--- src/rtl/orv_pkg.sv ---
// Shared types and constants for the optimal replacement eviction counter.
package orv_pkg;

  // Field widths fixed by the stream format.
  localparam int ID_W    = 8;
  localparam int COUNT_W = 8;
  localparam int CFG_W   = 5;

  // Sequencer states.
  typedef enum logic [2:0] {
    S_LOAD,
    S_RD,
    S_CHK,
    S_SCAN,
    S_OUT
  } orv_state_t;

  // Control group broadcast from the sequencer to every slot cell.
  typedef struct packed {
    logic            seq_clr;    // empty all slots for the next sequence
    logic            wr_en;      // write wr_id into the selected cell
    logic            wr_victim;  // select by victim chain instead of fill pointer
    logic [ID_W-1:0] wr_id;
    logic [ID_W-1:0] key;        // id looked up for a hit
    logic            scan_clr;   // start of a look-ahead scan
    logic            scan_en;    // scan_id holds a valid future request
    logic [ID_W-1:0] scan_id;
  } orv_cell_ctl_t;

endpackage

--- src/rtl/orv_ram.sv ---
// Generic single-write, single-read memory with registered read data.
module orv_ram #(
  parameter int WIDTH = 8,
  parameter int DEPTH = 128
) (
  input  logic                                    clk,
  input  logic                                    we,
  input  logic [((DEPTH > 1) ? $clog2(DEPTH) : 1)-1:0] waddr,
  input  logic [WIDTH-1:0]                        wdata,
  input  logic [((DEPTH > 1) ? $clog2(DEPTH) : 1)-1:0] raddr,
  output logic [WIDTH-1:0]                        rdata
);

  logic [WIDTH-1:0] mem_r [DEPTH];

  // Write port and registered read port.
  always_ff @(posedge clk) begin
    if (we) begin
      mem_r[waddr] <= wdata;
    end
    rdata <= mem_r[raddr];
  end

endmodule

--- src/rtl/orv_cell.sv ---
// One replacement slot: resident id, look-ahead mark and victim chain link.
module orv_cell (
  input  logic                   clk,
  input  logic                   rst_n,
  input  orv_pkg::orv_cell_ctl_t ctl,
  input  logic                   fill_sel,
  input  logic                   lower_in,
  output logic                   lower_out,
  output logic                   hit,
  output logic                   unfound
);
  import orv_pkg::*;

  logic            valid_r, valid_nxt;
  logic            found_r, found_nxt;
  logic [ID_W-1:0] content_r;
  logic            victim;
  logic            wr;

  // A resident id not yet seen in the scan is a candidate; the lowest one wins.
  assign unfound   = valid_r & ~found_r;
  assign lower_out = lower_in | unfound;
  assign victim    = unfound & ~lower_in;
  assign hit       = valid_r && (content_r == ctl.key);
  assign wr        = ctl.wr_en & (ctl.wr_victim ? victim : fill_sel);

  // Next state of the valid and look-ahead marks.
  always_comb begin
    valid_nxt = valid_r;
    found_nxt = found_r;
    if (ctl.seq_clr) begin
      valid_nxt = 1'b0;
    end else if (wr) begin
      valid_nxt = 1'b1;
    end
    if (ctl.scan_clr) begin
      found_nxt = 1'b0;
    end else if (ctl.scan_en && valid_r && (content_r == ctl.scan_id)) begin
      found_nxt = 1'b1;
    end
  end

  always_ff @(posedge clk) begin
    if (!rst_n) begin
      valid_r <= 1'b0;
      found_r <= 1'b0;
    end else begin
      valid_r <= valid_nxt;
      found_r <= found_nxt;
    end
  end

  // Resident id.
  always_ff @(posedge clk) begin
    if (wr) begin
      content_r <= ctl.wr_id;
    end
  end

endmodule

--- src/rtl/optimal_replacement_evictions_core.sv ---
// Top level of the optimal (furthest next use) replacement eviction counter.
//
//   Channel  Dir  Beat contents                         Accepted when
//   in_      in   tdata[7:0] request_id, tlast last      in_tvalid & in_tready
//   out_     out  tdata[7:0] eviction_count,             out_tvalid & out_tready
//                 tuser overflowed
//   cfg_     in   wr_data[4:0] slots_in_use              cfg_wr_en
//
// Requests load at one beat per cycle while in_tready is high. After the beat
// with tlast the sequencer replays the stored sequence from the request memory:
// each request is read in S_RD and checked in S_CHK; a hit or a fill ends there,
// while an eviction moves on to S_SCAN, which reads the future requests in turn
// and stops once a single slot is left unseen or the sequence ends, then writes
// the victim. S_OUT hands the result to the output register. The request memory
// has a single read port. in_tready is low from the tlast beat until the result
// is moved into the output register. Reset is synchronous; a waiting result
// holds while out_tready is low and loading continues.
module optimal_replacement_evictions_core #(
  parameter int MAX_REQUESTS = 128,
  parameter int MAX_SLOTS    = 16
) (
  input  logic                         clk,
  input  logic                         rst_n,
  input  logic                         in_tvalid,
  output logic                         in_tready,
  input  logic [orv_pkg::ID_W-1:0]     in_tdata,     // [7:0] request_id
  input  logic                         in_tlast,
  output logic                         out_tvalid,
  input  logic                         out_tready,
  output logic [orv_pkg::COUNT_W-1:0]  out_tdata,    // [7:0] eviction_count
  output logic                         out_tuser,    // [0] overflowed
  input  logic                         cfg_wr_en,
  input  logic [orv_pkg::CFG_W-1:0]    cfg_wr_data   // slots_in_use
);
  import orv_pkg::*;

  localparam int AW = (MAX_REQUESTS > 1) ? $clog2(MAX_REQUESTS) : 1;
  localparam int CW = $clog2(MAX_REQUESTS + 1);
  localparam int SW = $clog2(MAX_SLOTS + 1);

  orv_state_t       state_r, state_nxt;
  logic [CW-1:0]    total_r, total_nxt;
  logic [CW-1:0]    i_r, i_nxt;
  logic [CW-1:0]    j_r, j_nxt;
  logic             pend_r, pend_nxt;
  logic             drop_r, drop_nxt;
  logic [COUNT_W-1:0] evict_r, evict_nxt;
  logic [SW-1:0]    filled_r, filled_nxt;
  logic [CFG_W-1:0] cfg_r;
  logic             out_valid_r, out_valid_nxt;
  logic [COUNT_W-1:0] out_count_r;
  logic             out_ovf_r;
  logic [ID_W-1:0]  new_id_r;
  logic             new_id_load;
  logic             out_load;

  logic             ram_we;
  logic [AW-1:0]    rd_addr;
  logic [ID_W-1:0]  rd_data;
  logic [SW-1:0]    cap;
  orv_cell_ctl_t    cell_ctl;
  logic [MAX_SLOTS-1:0] hit_v;
  logic [MAX_SLOTS-1:0] unf_v;
  logic [MAX_SLOTS:0]   chain;
  logic             hit_any;
  logic             one_left;
  logic             scan_done;
  logic             in_acc;

  assign in_acc     = in_tvalid & in_tready;
  assign in_tready  = (state_r == S_LOAD);
  assign out_tvalid = out_valid_r;
  assign out_tdata  = out_count_r;
  assign out_tuser  = out_ovf_r;

  // Request memory.
  orv_ram #(
    .WIDTH (ID_W),
    .DEPTH (MAX_REQUESTS)
  ) u_store (
    .clk   (clk),
    .we    (ram_we),
    .waddr (total_r[AW-1:0]),
    .wdata (in_tdata),
    .raddr (rd_addr),
    .rdata (rd_data)
  );

  // Row of slot cells linked by the lowest-candidate chain.
  assign chain[0] = 1'b0;
  for (genvar k = 0; k < MAX_SLOTS; k++) begin : g_cell
    orv_cell u_cell (
      .clk       (clk),
      .rst_n     (rst_n),
      .ctl       (cell_ctl),
      .fill_sel  (filled_r == SW'(k)),
      .lower_in  (chain[k]),
      .lower_out (chain[k+1]),
      .hit       (hit_v[k]),
      .unfound   (unf_v[k])
    );
  end

  assign hit_any  = |hit_v;
  assign one_left = (unf_v != '0) && ((unf_v & (unf_v - MAX_SLOTS'(1))) == '0);
  assign scan_done = one_left || (!pend_r && (j_r >= total_r));

  // Effective slot count: zero acts as one, large values clamp.
  always_comb begin
    if (cfg_r == '0) begin
      cap = SW'(1);
    end else if (int'(cfg_r) > MAX_SLOTS) begin
      cap = SW'(MAX_SLOTS);
    end else begin
      cap = SW'(cfg_r);
    end
  end

  // Sequencer: next state, counters and cell controls.
  always_comb begin
    state_nxt   = state_r;
    total_nxt   = total_r;
    i_nxt       = i_r;
    j_nxt       = j_r;
    pend_nxt    = pend_r;
    drop_nxt    = drop_r;
    evict_nxt   = evict_r;
    filled_nxt  = filled_r;
    ram_we      = 1'b0;
    rd_addr     = i_r[AW-1:0];
    new_id_load = 1'b0;
    out_load    = 1'b0;
    cell_ctl           = '0;
    cell_ctl.key       = rd_data;
    cell_ctl.scan_id   = rd_data;
    cell_ctl.wr_id     = rd_data;

    unique case (state_r)
      S_LOAD: begin
        if (in_acc) begin
          if (total_r < CW'(MAX_REQUESTS)) begin
            ram_we    = 1'b1;
            total_nxt = total_r + CW'(1);
          end else begin
            drop_nxt = 1'b1;
          end
          if (in_tlast) begin
            i_nxt     = '0;
            state_nxt = S_RD;
          end
        end
      end

      S_RD: begin
        rd_addr   = i_r[AW-1:0];
        state_nxt = S_CHK;
      end

      S_CHK: begin
        if (hit_any || (filled_r < cap)) begin
          if (!hit_any) begin
            cell_ctl.wr_en = 1'b1;
            filled_nxt     = filled_r + SW'(1);
          end
          i_nxt     = i_r + CW'(1);
          state_nxt = ((i_r + CW'(1)) == total_r) ? S_OUT : S_RD;
        end else begin
          // All slots full: scan the future for the furthest next use.
          cell_ctl.scan_clr = 1'b1;
          new_id_load       = 1'b1;
          j_nxt             = i_r + CW'(1);
          pend_nxt          = 1'b0;
          state_nxt         = S_SCAN;
        end
      end

      S_SCAN: begin
        rd_addr = j_r[AW-1:0];
        if (scan_done) begin
          cell_ctl.wr_en     = 1'b1;
          cell_ctl.wr_victim = 1'b1;
          cell_ctl.wr_id     = new_id_r;
          evict_nxt          = evict_r + COUNT_W'(1);
          i_nxt              = i_r + CW'(1);
          state_nxt          = ((i_r + CW'(1)) == total_r) ? S_OUT : S_RD;
        end else begin
          cell_ctl.scan_en = pend_r;
          if (j_r < total_r) begin
            pend_nxt = 1'b1;
            j_nxt    = j_r + CW'(1);
          end else begin
            pend_nxt = 1'b0;
          end
        end
      end

      S_OUT: begin
        if (!out_valid_r || out_tready) begin
          out_load         = 1'b1;
          cell_ctl.seq_clr = 1'b1;
          total_nxt        = '0;
          drop_nxt         = 1'b0;
          evict_nxt        = '0;
          filled_nxt       = '0;
          state_nxt        = S_LOAD;
        end
      end

      default: begin
        state_nxt = S_LOAD;
      end
    endcase
  end

  // Output register handshake.
  always_comb begin
    out_valid_nxt = out_valid_r;
    if (out_load) begin
      out_valid_nxt = 1'b1;
    end else if (out_valid_r && out_tready) begin
      out_valid_nxt = 1'b0;
    end
  end

  // Control registers.
  always_ff @(posedge clk) begin
    if (!rst_n) begin
      state_r     <= S_LOAD;
      total_r     <= '0;
      i_r         <= '0;
      j_r         <= '0;
      pend_r      <= 1'b0;
      drop_r      <= 1'b0;
      evict_r     <= '0;
      filled_r    <= '0;
      cfg_r       <= CFG_W'(1);
      out_valid_r <= 1'b0;
    end else begin
      state_r     <= state_nxt;
      total_r     <= total_nxt;
      i_r         <= i_nxt;
      j_r         <= j_nxt;
      pend_r      <= pend_nxt;
      drop_r      <= drop_nxt;
      evict_r     <= evict_nxt;
      filled_r    <= filled_nxt;
      out_valid_r <= out_valid_nxt;
      if (cfg_wr_en) begin
        cfg_r <= cfg_wr_data;
      end
    end
  end

  // Payload registers.
  always_ff @(posedge clk) begin
    if (new_id_load) begin
      new_id_r <= rd_data;
    end
    if (out_load) begin
      out_count_r <= evict_r;
      out_ovf_r   <= drop_r;
    end
  end

endmodule

--- config.mk ---
export PLATFORM = sky130hd
export DESIGN_NAME = optimal_replacement_evictions_core
export DESIGN_NICKNAME = d
export VERILOG_FILES = /design/src/rtl/orv_pkg.sv /design/src/rtl/orv_ram.sv /design/src/rtl/orv_cell.sv /design/src/rtl/optimal_replacement_evictions_core.sv
export SDC_FILE = /design/constraint.sdc
export NUM_CORES = 2
export LEC_CHECK = 0
export BUFFER_PORTS_ARGS = -buffer_cell sky130_fd_sc_hd__buf_2
export CAP_MARGIN = 40
export CORE_UTILIZATION = 45
export CTS_CLUSTER_DIAMETER = 150
export DETAILED_ROUTE_END_ITERATION = 10
export GPL_TIMING_DRIVEN = 0
export SLEW_MARGIN = 20
export SYNTH_ARGS = -nofsm -noshare
export SYNTH_HDL_FRONTEND = slang
export SYNTH_SLANG_ARGS = --single-unit
--- constraint.sdc ---
create_clock -name clk -period 8.7 [get_ports clk]
set_input_delay 0.87 -clock clk [delete_from_list [all_inputs] [get_ports clk]]
set_output_delay 0.87 -clock clk [all_outputs]
set_load 0.02 [all_outputs]
## After elaboration in Yosys (flattened, before gate mapping)

Memories as Yosys holds them, arrays and structs flattened. A register that Yosys moved wholly into a read port is not among the register bits.
Cells that the tools add are included.

| cells by class | value |
|---|---|
| add/subtract/negate cells | 6 |
| order comparisons | 5 |
| equality and inequality tests | 47 |
| mux-type cells | 71 |
| bitwise gates (word level) | 95 |
| reduce and logical (&&, ||, !) cells | 78 |

Operator list:

| kind | count |
|---|---|
| $eq 8x8->1 | 17 |
| $mux 8 | 11 |
| $logic_and 1x1->1 | 51 |
| $and 1x1->1 | 48 |
| $pmux 8 s2 | 3 |
| $eq 5x4->1 const B | 8 |
| $mux 1 | 37 |
| $add 8x1->8 const B | 4 |
| $not 1->1 | 32 |
| $mux 5 | 5 |
| $pmux 8 s3 | 1 |
| $eq 5x3->1 const B | 4 |
| $reduce_and 4->1 | 5 |
| $mux 3 | 6 |
| $and 16x16->16 | 1 |
| $logic_not 16->1 | 1 |
| $ne 2x2->1 const B | 8 |
| $reduce_bool 16->1 | 1 |
| $reduce_or 16->1 | 1 |
| $sub 16x1->16 const B | 1 |
| $pmux 3 s5 | 1 |
| $or 1x1->1 | 14 |
| $eq 5x2->1 const B | 2 |
| $logic_not 5->1 | 2 |
| 24 further kinds | 38 |

| word-level totals | value |
|---|---|
| flip-flop bits (word level) | 225 |
| bits in writable memories | 1024 |
| word-level logic and storage cells | 364 |
| memories kept | 1 |

Memories:

| name | words | bits a word | read ports | clocked after Yosys merged registers in | wr ports | line | RTL |
|---|---|---|---|---|---|---|---|
| u_store.mem_r | 128 | 8 | 1 | 1 | 1 | orv_ram.sv:14 | `logic [WIDTH-1:0] mem_r [DEPTH];` |

## Logic depth before layout (Yosys ltp)

| depth | value |
|---|---|
| depth in word-level cells | 20 |
| mapped depth | 14 |

## Cells and area by module

A second synthesis with hierarchy kept.

| unflattened totals | value |
|---|---|
| cells, all modules | 2777 |
| area total of the unflattened synthesis | 52465.3 um^2 |

Modules (own cells, without submodules):

| module | instances | cells an instance | area each (um^2) | seq. area each (um^2) |
|---|---|---|---|---|
| orv_ram | 1 | 1635 | 39665.5 | 30909.6 |
| orv_cell | 16 | 41 | 535.5 | 280.3 |
| optimal_replacement_evictions_core | 1 | 486 | 4231.6 | 1471.4 |

## Worst setup path after synthesis

OpenSTA, ideal clock, no wires.

| path | value |
|---|---|
| path kind | register to register |
| start point | reg g_cell[0].u_cell.valid_r |
| end point | reg g_cell[12].u_cell.content_r[0] (enable) |
| arrival | 2838 ps |
| path slack | 5475 ps |
| stages on the path, launching flop included | 10 |
| buffers on the path | 1 |
| clock period less this slack | 3225 ps |
| path through | dfxtp_1 > nor2b_1 > nor4_2 > nand3_1 > o31ai_1 > and4b_1 > a21boi_2 > or3_1 > clkbuf_1 > o32ai_1 |

| on the way | value |
|---|---|
| longest elaborated chain between the ends | 16 |
| elaborated cells between the ends (all ways) | 30 |
| those cells by class | add/sub: 1; mux: 6; bitwise: 16; reduce/logical: 7 |

Ends and longest elaborated chain:

| element | line | RTL |
|---|---|---|
| start: declaration | orv_cell.sv:14 | `logic valid_r, valid_nxt;` |
| start signal: assignment | orv_cell.sv:48 | `valid_r <= valid_nxt;` |
| branches (longest 15 deep; another with $sub 16x1->16) | n/a |  |
| $and 1x1->1 (*) | orv_cell.sv:25 | `assign wr = ctl.wr_en & (ctl.wr_victim ? victim : fill_sel);` |
| named net g_cell[12].u_cell.wr | orv_cell.sv:18 | `logic wr;` |
| end signal: assignment | orv_cell.sv:56 | `content_r <= ctl.wr_id;` |
| end: declaration | orv_cell.sv:16 | `logic [ID_W-1:0] content_r;` |

Mark *: on every way through the listed nets, which the timed path passes.
A chain may end at the register's enable or synchronous reset.

## Final worst setup path

| path | value |
|---|---|
| start point | reg state_r[1] |
| end point | reg u_store.rdata[4] (read register of u_store.mem_r) |

| on the way | value |
|---|---|
| longest elaborated chain between the ends | 2 |

Ends and longest elaborated chain:

| element | line | RTL |
|---|---|---|
| start: declaration | optimal_replacement_evictions_core.sv:41 | `orv_state_t state_r, state_nxt;` |
| start signal: assignment | optimal_replacement_evictions_core.sv:239 | `state_r <= state_nxt;` |
| $eq 3x2->1 | optimal_replacement_evictions_core.sv:138 | `unique case (state_r)` |
| $mux 7 | optimal_replacement_evictions_core.sv:138 |  |
| end: declaration | orv_ram.sv:11 | `output logic [WIDTH-1:0] rdata` |

No other way between the ends.

==> impl_metrics.json <==
{
  "status": "finished, final reports clean",
  "fin_nets": 2968,
  "gp_congestion": 0.913,
  "cap_violations": 0,
  "hpwl_mm": 84.8,
  "antennaDiodeCount": 0,
  "first_global_vias": 26600,
  "crit_path_end_kind": "flop",
  "criticalPathCategory": "flop to flop",
  "ys_ff_latch": 1257,
  "rrSetupSlack_ns": 4.40,
  "insertion_delay_ns": 0.74,
  "fin_crit_sh": 0.494,
  "cts_buffers": 131,
  "cp-start-kind": "flop",
  "cp_slowest_cell": "clkbuf_1",
  "syn-cell-area_mm2": 0.0499,
  "intPower_mw": 9.99,
  "die_x_um": 335,
  "synth_area_leaders": "edfxtp_1, mux4_2, dfxtp_1, xnor2_1, nor2_1",
  "max_freq_mhz": 233,
  "numClockSinks": 1257,
  "leakage_nw": 18.0,
  "cp.required_ns": 9.31,
  "ys_types": 68,
  "yosysTopAreaCell": "edfxtp_1",
  "synth_edf_count": 1169,
  "p_switching_mw": 2.59,
  "p_clk_frac": 0.434,
  "vias": 26400,
  "syn_to_final_growth_pct": 13.7,
  "ys_seq_area_frac": 0.738,
  "max_stage_delay_ns": 0.62,
  "reg2regPathDepth": 12,
  "vias_per_cell": 5.87,
  "regToRegEndpoint": "u_store.rdata[4]$_DFF_P_",
  "synthCells": 2715,
  "antenna_left": 0,
  "rsz0062_at_grt": "no",
  "fin_ws_ns": 4.40,
  "fp.dieArea_mm2": 0.112,
  "critPathMaxFanout": 10,
  "ir_drop_uv": 132,
  "pre_cts_slack_ns": 4.43,
  "report.final.slew_viol_count": 0,
  "synth_ff_type": "edfxtp_1",
  "min_to": "cfg_r[4]$_SDFFE_PN0P_",
  "cp_common_cell": "o22ai_1",
  "synth_area_per_cell_um2": 18.4,
  "cts-htree-levels": 4,
  "cts.repair.resized": 0,
  "layout_min_cycle_time_ns": 4.30,
  "firstDrtPassIters": 6,
  "synth.top_cell.area_share": 0.703,
  "grt_pass1_wl_mm": 186,
  "clkTransAtPathRegs_ns": 0.06,
  "cts_tree": "yes",
  "crit_family": "buffers and inverters",
  "p_comb_frac": 0.039,
  "drive_above_1_share": 0.207,
  "swShare": 0.206,
  "cts_setup_buffers": 0,
  "syn_nets": 2755,
  "grt-ovfl-total": 0,
  "critPathBufInv": 4,
  "async_reset_ff_frac": 0,
  "ctsHoldBuffers": 0,
  "dieHeight_um": 335,
  "cp_cell_sequence": "nor2b_4 > and2_1 > buf_6 > mux2i_1 > buf_4 > clkbuf_1 > buf_2 > mux4_2 > o22ai_1 > nor4_1 > o22ai_1 > nor2_1",
  "hold_violations": 0,
  "grt.total_usage": 0.231,
  "cellPowerDensity_mw_per_mm2": 222,
  "reg2reg_from": "state_r[1]$_SDFFE_PN0P_",
  "finalSetupTns_ns": 0,
  "cts-root-buf": "clkbuf_16",
  "wl_mm": 128,
  "ys_warn_count": 0,
  "drtIter0Drc": 3361,
  "min_from": "cfg_wr_data[4]",
  "grt_max_degree": 109,
  "initial_core_util": 0.456,
  "wl_per_cell_um": 28.4,
  "holdCritPathClass": "primary input to flop",
  "pwr-share-seq": 0.527,
  "cp.arrival_ns": 4.91,
  "ios": 30,
  "drc_errors": 0,
  "final.fill_count": 8632,
  "antenna_found_initial": 0,
  "coreArea_mm2": 0.109,
  "fp-row-count": 121,
  "fin_skew_ns": 0.0344,
  "port_buffers": 28,
  "max-slew-margin-rel": 0.376,
  "clock_path_buffers": 3,
  "tightest_slew_ns": 0.928,
  "finalSetupViolCount": 0,
  "holdPathStages": 3
}
==> logic make-up after synthesis <==
kind of cell             Yosys count  share of synthesized area
adder cells (fa/ha/maj)           21                    0.00526
XOR/XNOR                         153                     0.0268
multiplexers                     275                      0.120
flip-flops                      1257                      0.738
AND/OR/NAND/NOR                  595                     0.0575
AO/OA/AOI/OAI                    251                     0.0339
buffers and inverters            163                     0.0183
==> stage by stage <==
| stage | cell area (um^2) | hold WS, ns | util | std cells | power, mW |
|---|---|---|---|---|---|
| 6_report | 56800 | 0.387 | 0.519 | 4505 | 12.6 |
| 3_5_place_dp | 52400 | 0.433 | 0.479 | 4243 | 7.25 |
| 5_1_grt | 56800 | 0.380 | 0.519 | 4505 | 12.9 |
| 3_3_place_gp | 51900 | 0.419 | 0.474 | 4219 | 7.23 |
| 2_1_floorplan | 49900 | 0.402 | - | 2715 | 7.01 |
| 4_1_cts | 56500 | 0.335 | 0.517 | 4477 | 12.7 |
==> worst max path at each step <==
stage,from,end,cells past startpoint
floorplan,g_cell[0].u_cell.valid_r$_SDFFE_PP0P_,g_cell[12].u_cell.content_r[0]$_DFFE_PP_,9
global placement,state_r[2]$_SDFFE_PN0P_,u_store.rdata[6]$_DFF_P_,13
detailed placement,state_r[2]$_SDFFE_PN0P_,u_store.rdata[6]$_DFF_P_,13
CTS,state_r[2]$_SDFFE_PN0P_,u_store.rdata[4]$_DFF_P_,13
global route,state_r[1]$_SDFFE_PN0P_,u_store.rdata[4]$_DFF_P_,12
finish,state_r[1]$_SDFFE_PN0P_,u_store.rdata[4]$_DFF_P_,12
==> layer usage <==
layer | vias to the layer above | wire length (um) | global-route usage
li1 | 11300 | - | -
met1 | 13800 | 53700 | 0.325
met2 | 1126 | 61300 | 0.370
met3 | 181 | 10300 | 0.0468
met4 | 0 | 2740 | 0.0603
met5 | - | 0 | 0
==> worst min-delay path, delay by kind of cell <==
kind,cells,cell delay [ns]
buffers and inverters,1,0.07
AND/OR/NAND/NOR,1,0.08
multiplexers,1,0.06
==> layout by cell type, fill, tap and decap left out, drive strengths merged, types with 13 or more instances in the layout <==
cell type / Yosys / routed
mux4: 256 / 256
nor3: 27 / 27
nor4: 29 / 29
inv: 27 / 30
nor2: 214 / 214
edfxtp: 1169 / 1169
nor2b: 48 / 48
nand4: 33 / 33
a21oi: 51 / 51
nand2b: 23 / 23
o21ai: 16 / 16
clkinv: 2 / 58
a221oi: 30 / 30
nand2: 96 / 96
xnor2: 146 / 146
clkbuf: 57 / 223
o22ai: 80 / 80
nand3: 85 / 85
dfxtp: 88 / 88
or3: 13 / 13
buf: 77 / 152
o21a: 19 / 19
ha: 21 / 21
==> registers in the layout, indices dropped and copies added (netlist names), 16 cells and up <==
signal and cells:
u_store.mem_r 1024, g_cell.u_cell.valid_r 16, g_cell.u_cell.found_r 16, g_cell.u_cell.content_r 128
==> power groups by stage <==
stage	Combinational [mW]	Clock (mW)	Sequential, mW
after floorplan	0.253	0	6.76
after global placement	0.455	0	6.77
after detailed placement	0.485	0	6.76
after CTS	0.487	5.54	6.64
after global routing	0.517	5.76	6.63
final	0.486	5.47	6.64
==> Yosys cell counts (all sizes together) (33+ instances only) <==
cell type and instances:
nand3 85, nor2b 48, clkbuf 57, o22ai 80
a21oi 51, nand2 96, edfxtp 1169, dfxtp 88
xnor2 146, nor2 214, mux4 256, nand4 33
buf 77
==> final cells by class <==
cell class              count  area, um^2  area share
flip-flops and latches   1257       36900       0.649
multi-input cells        1295       12200       0.215
clock buffers             161        3500      0.0616
well taps                1476        1850      0.0325
plain buffers             134         816      0.0144
repair buffers             80         782      0.0138
clock inverters            73         656      0.0116
inverters                  29         109     0.00192
Power figures use the tool's default switching activity.
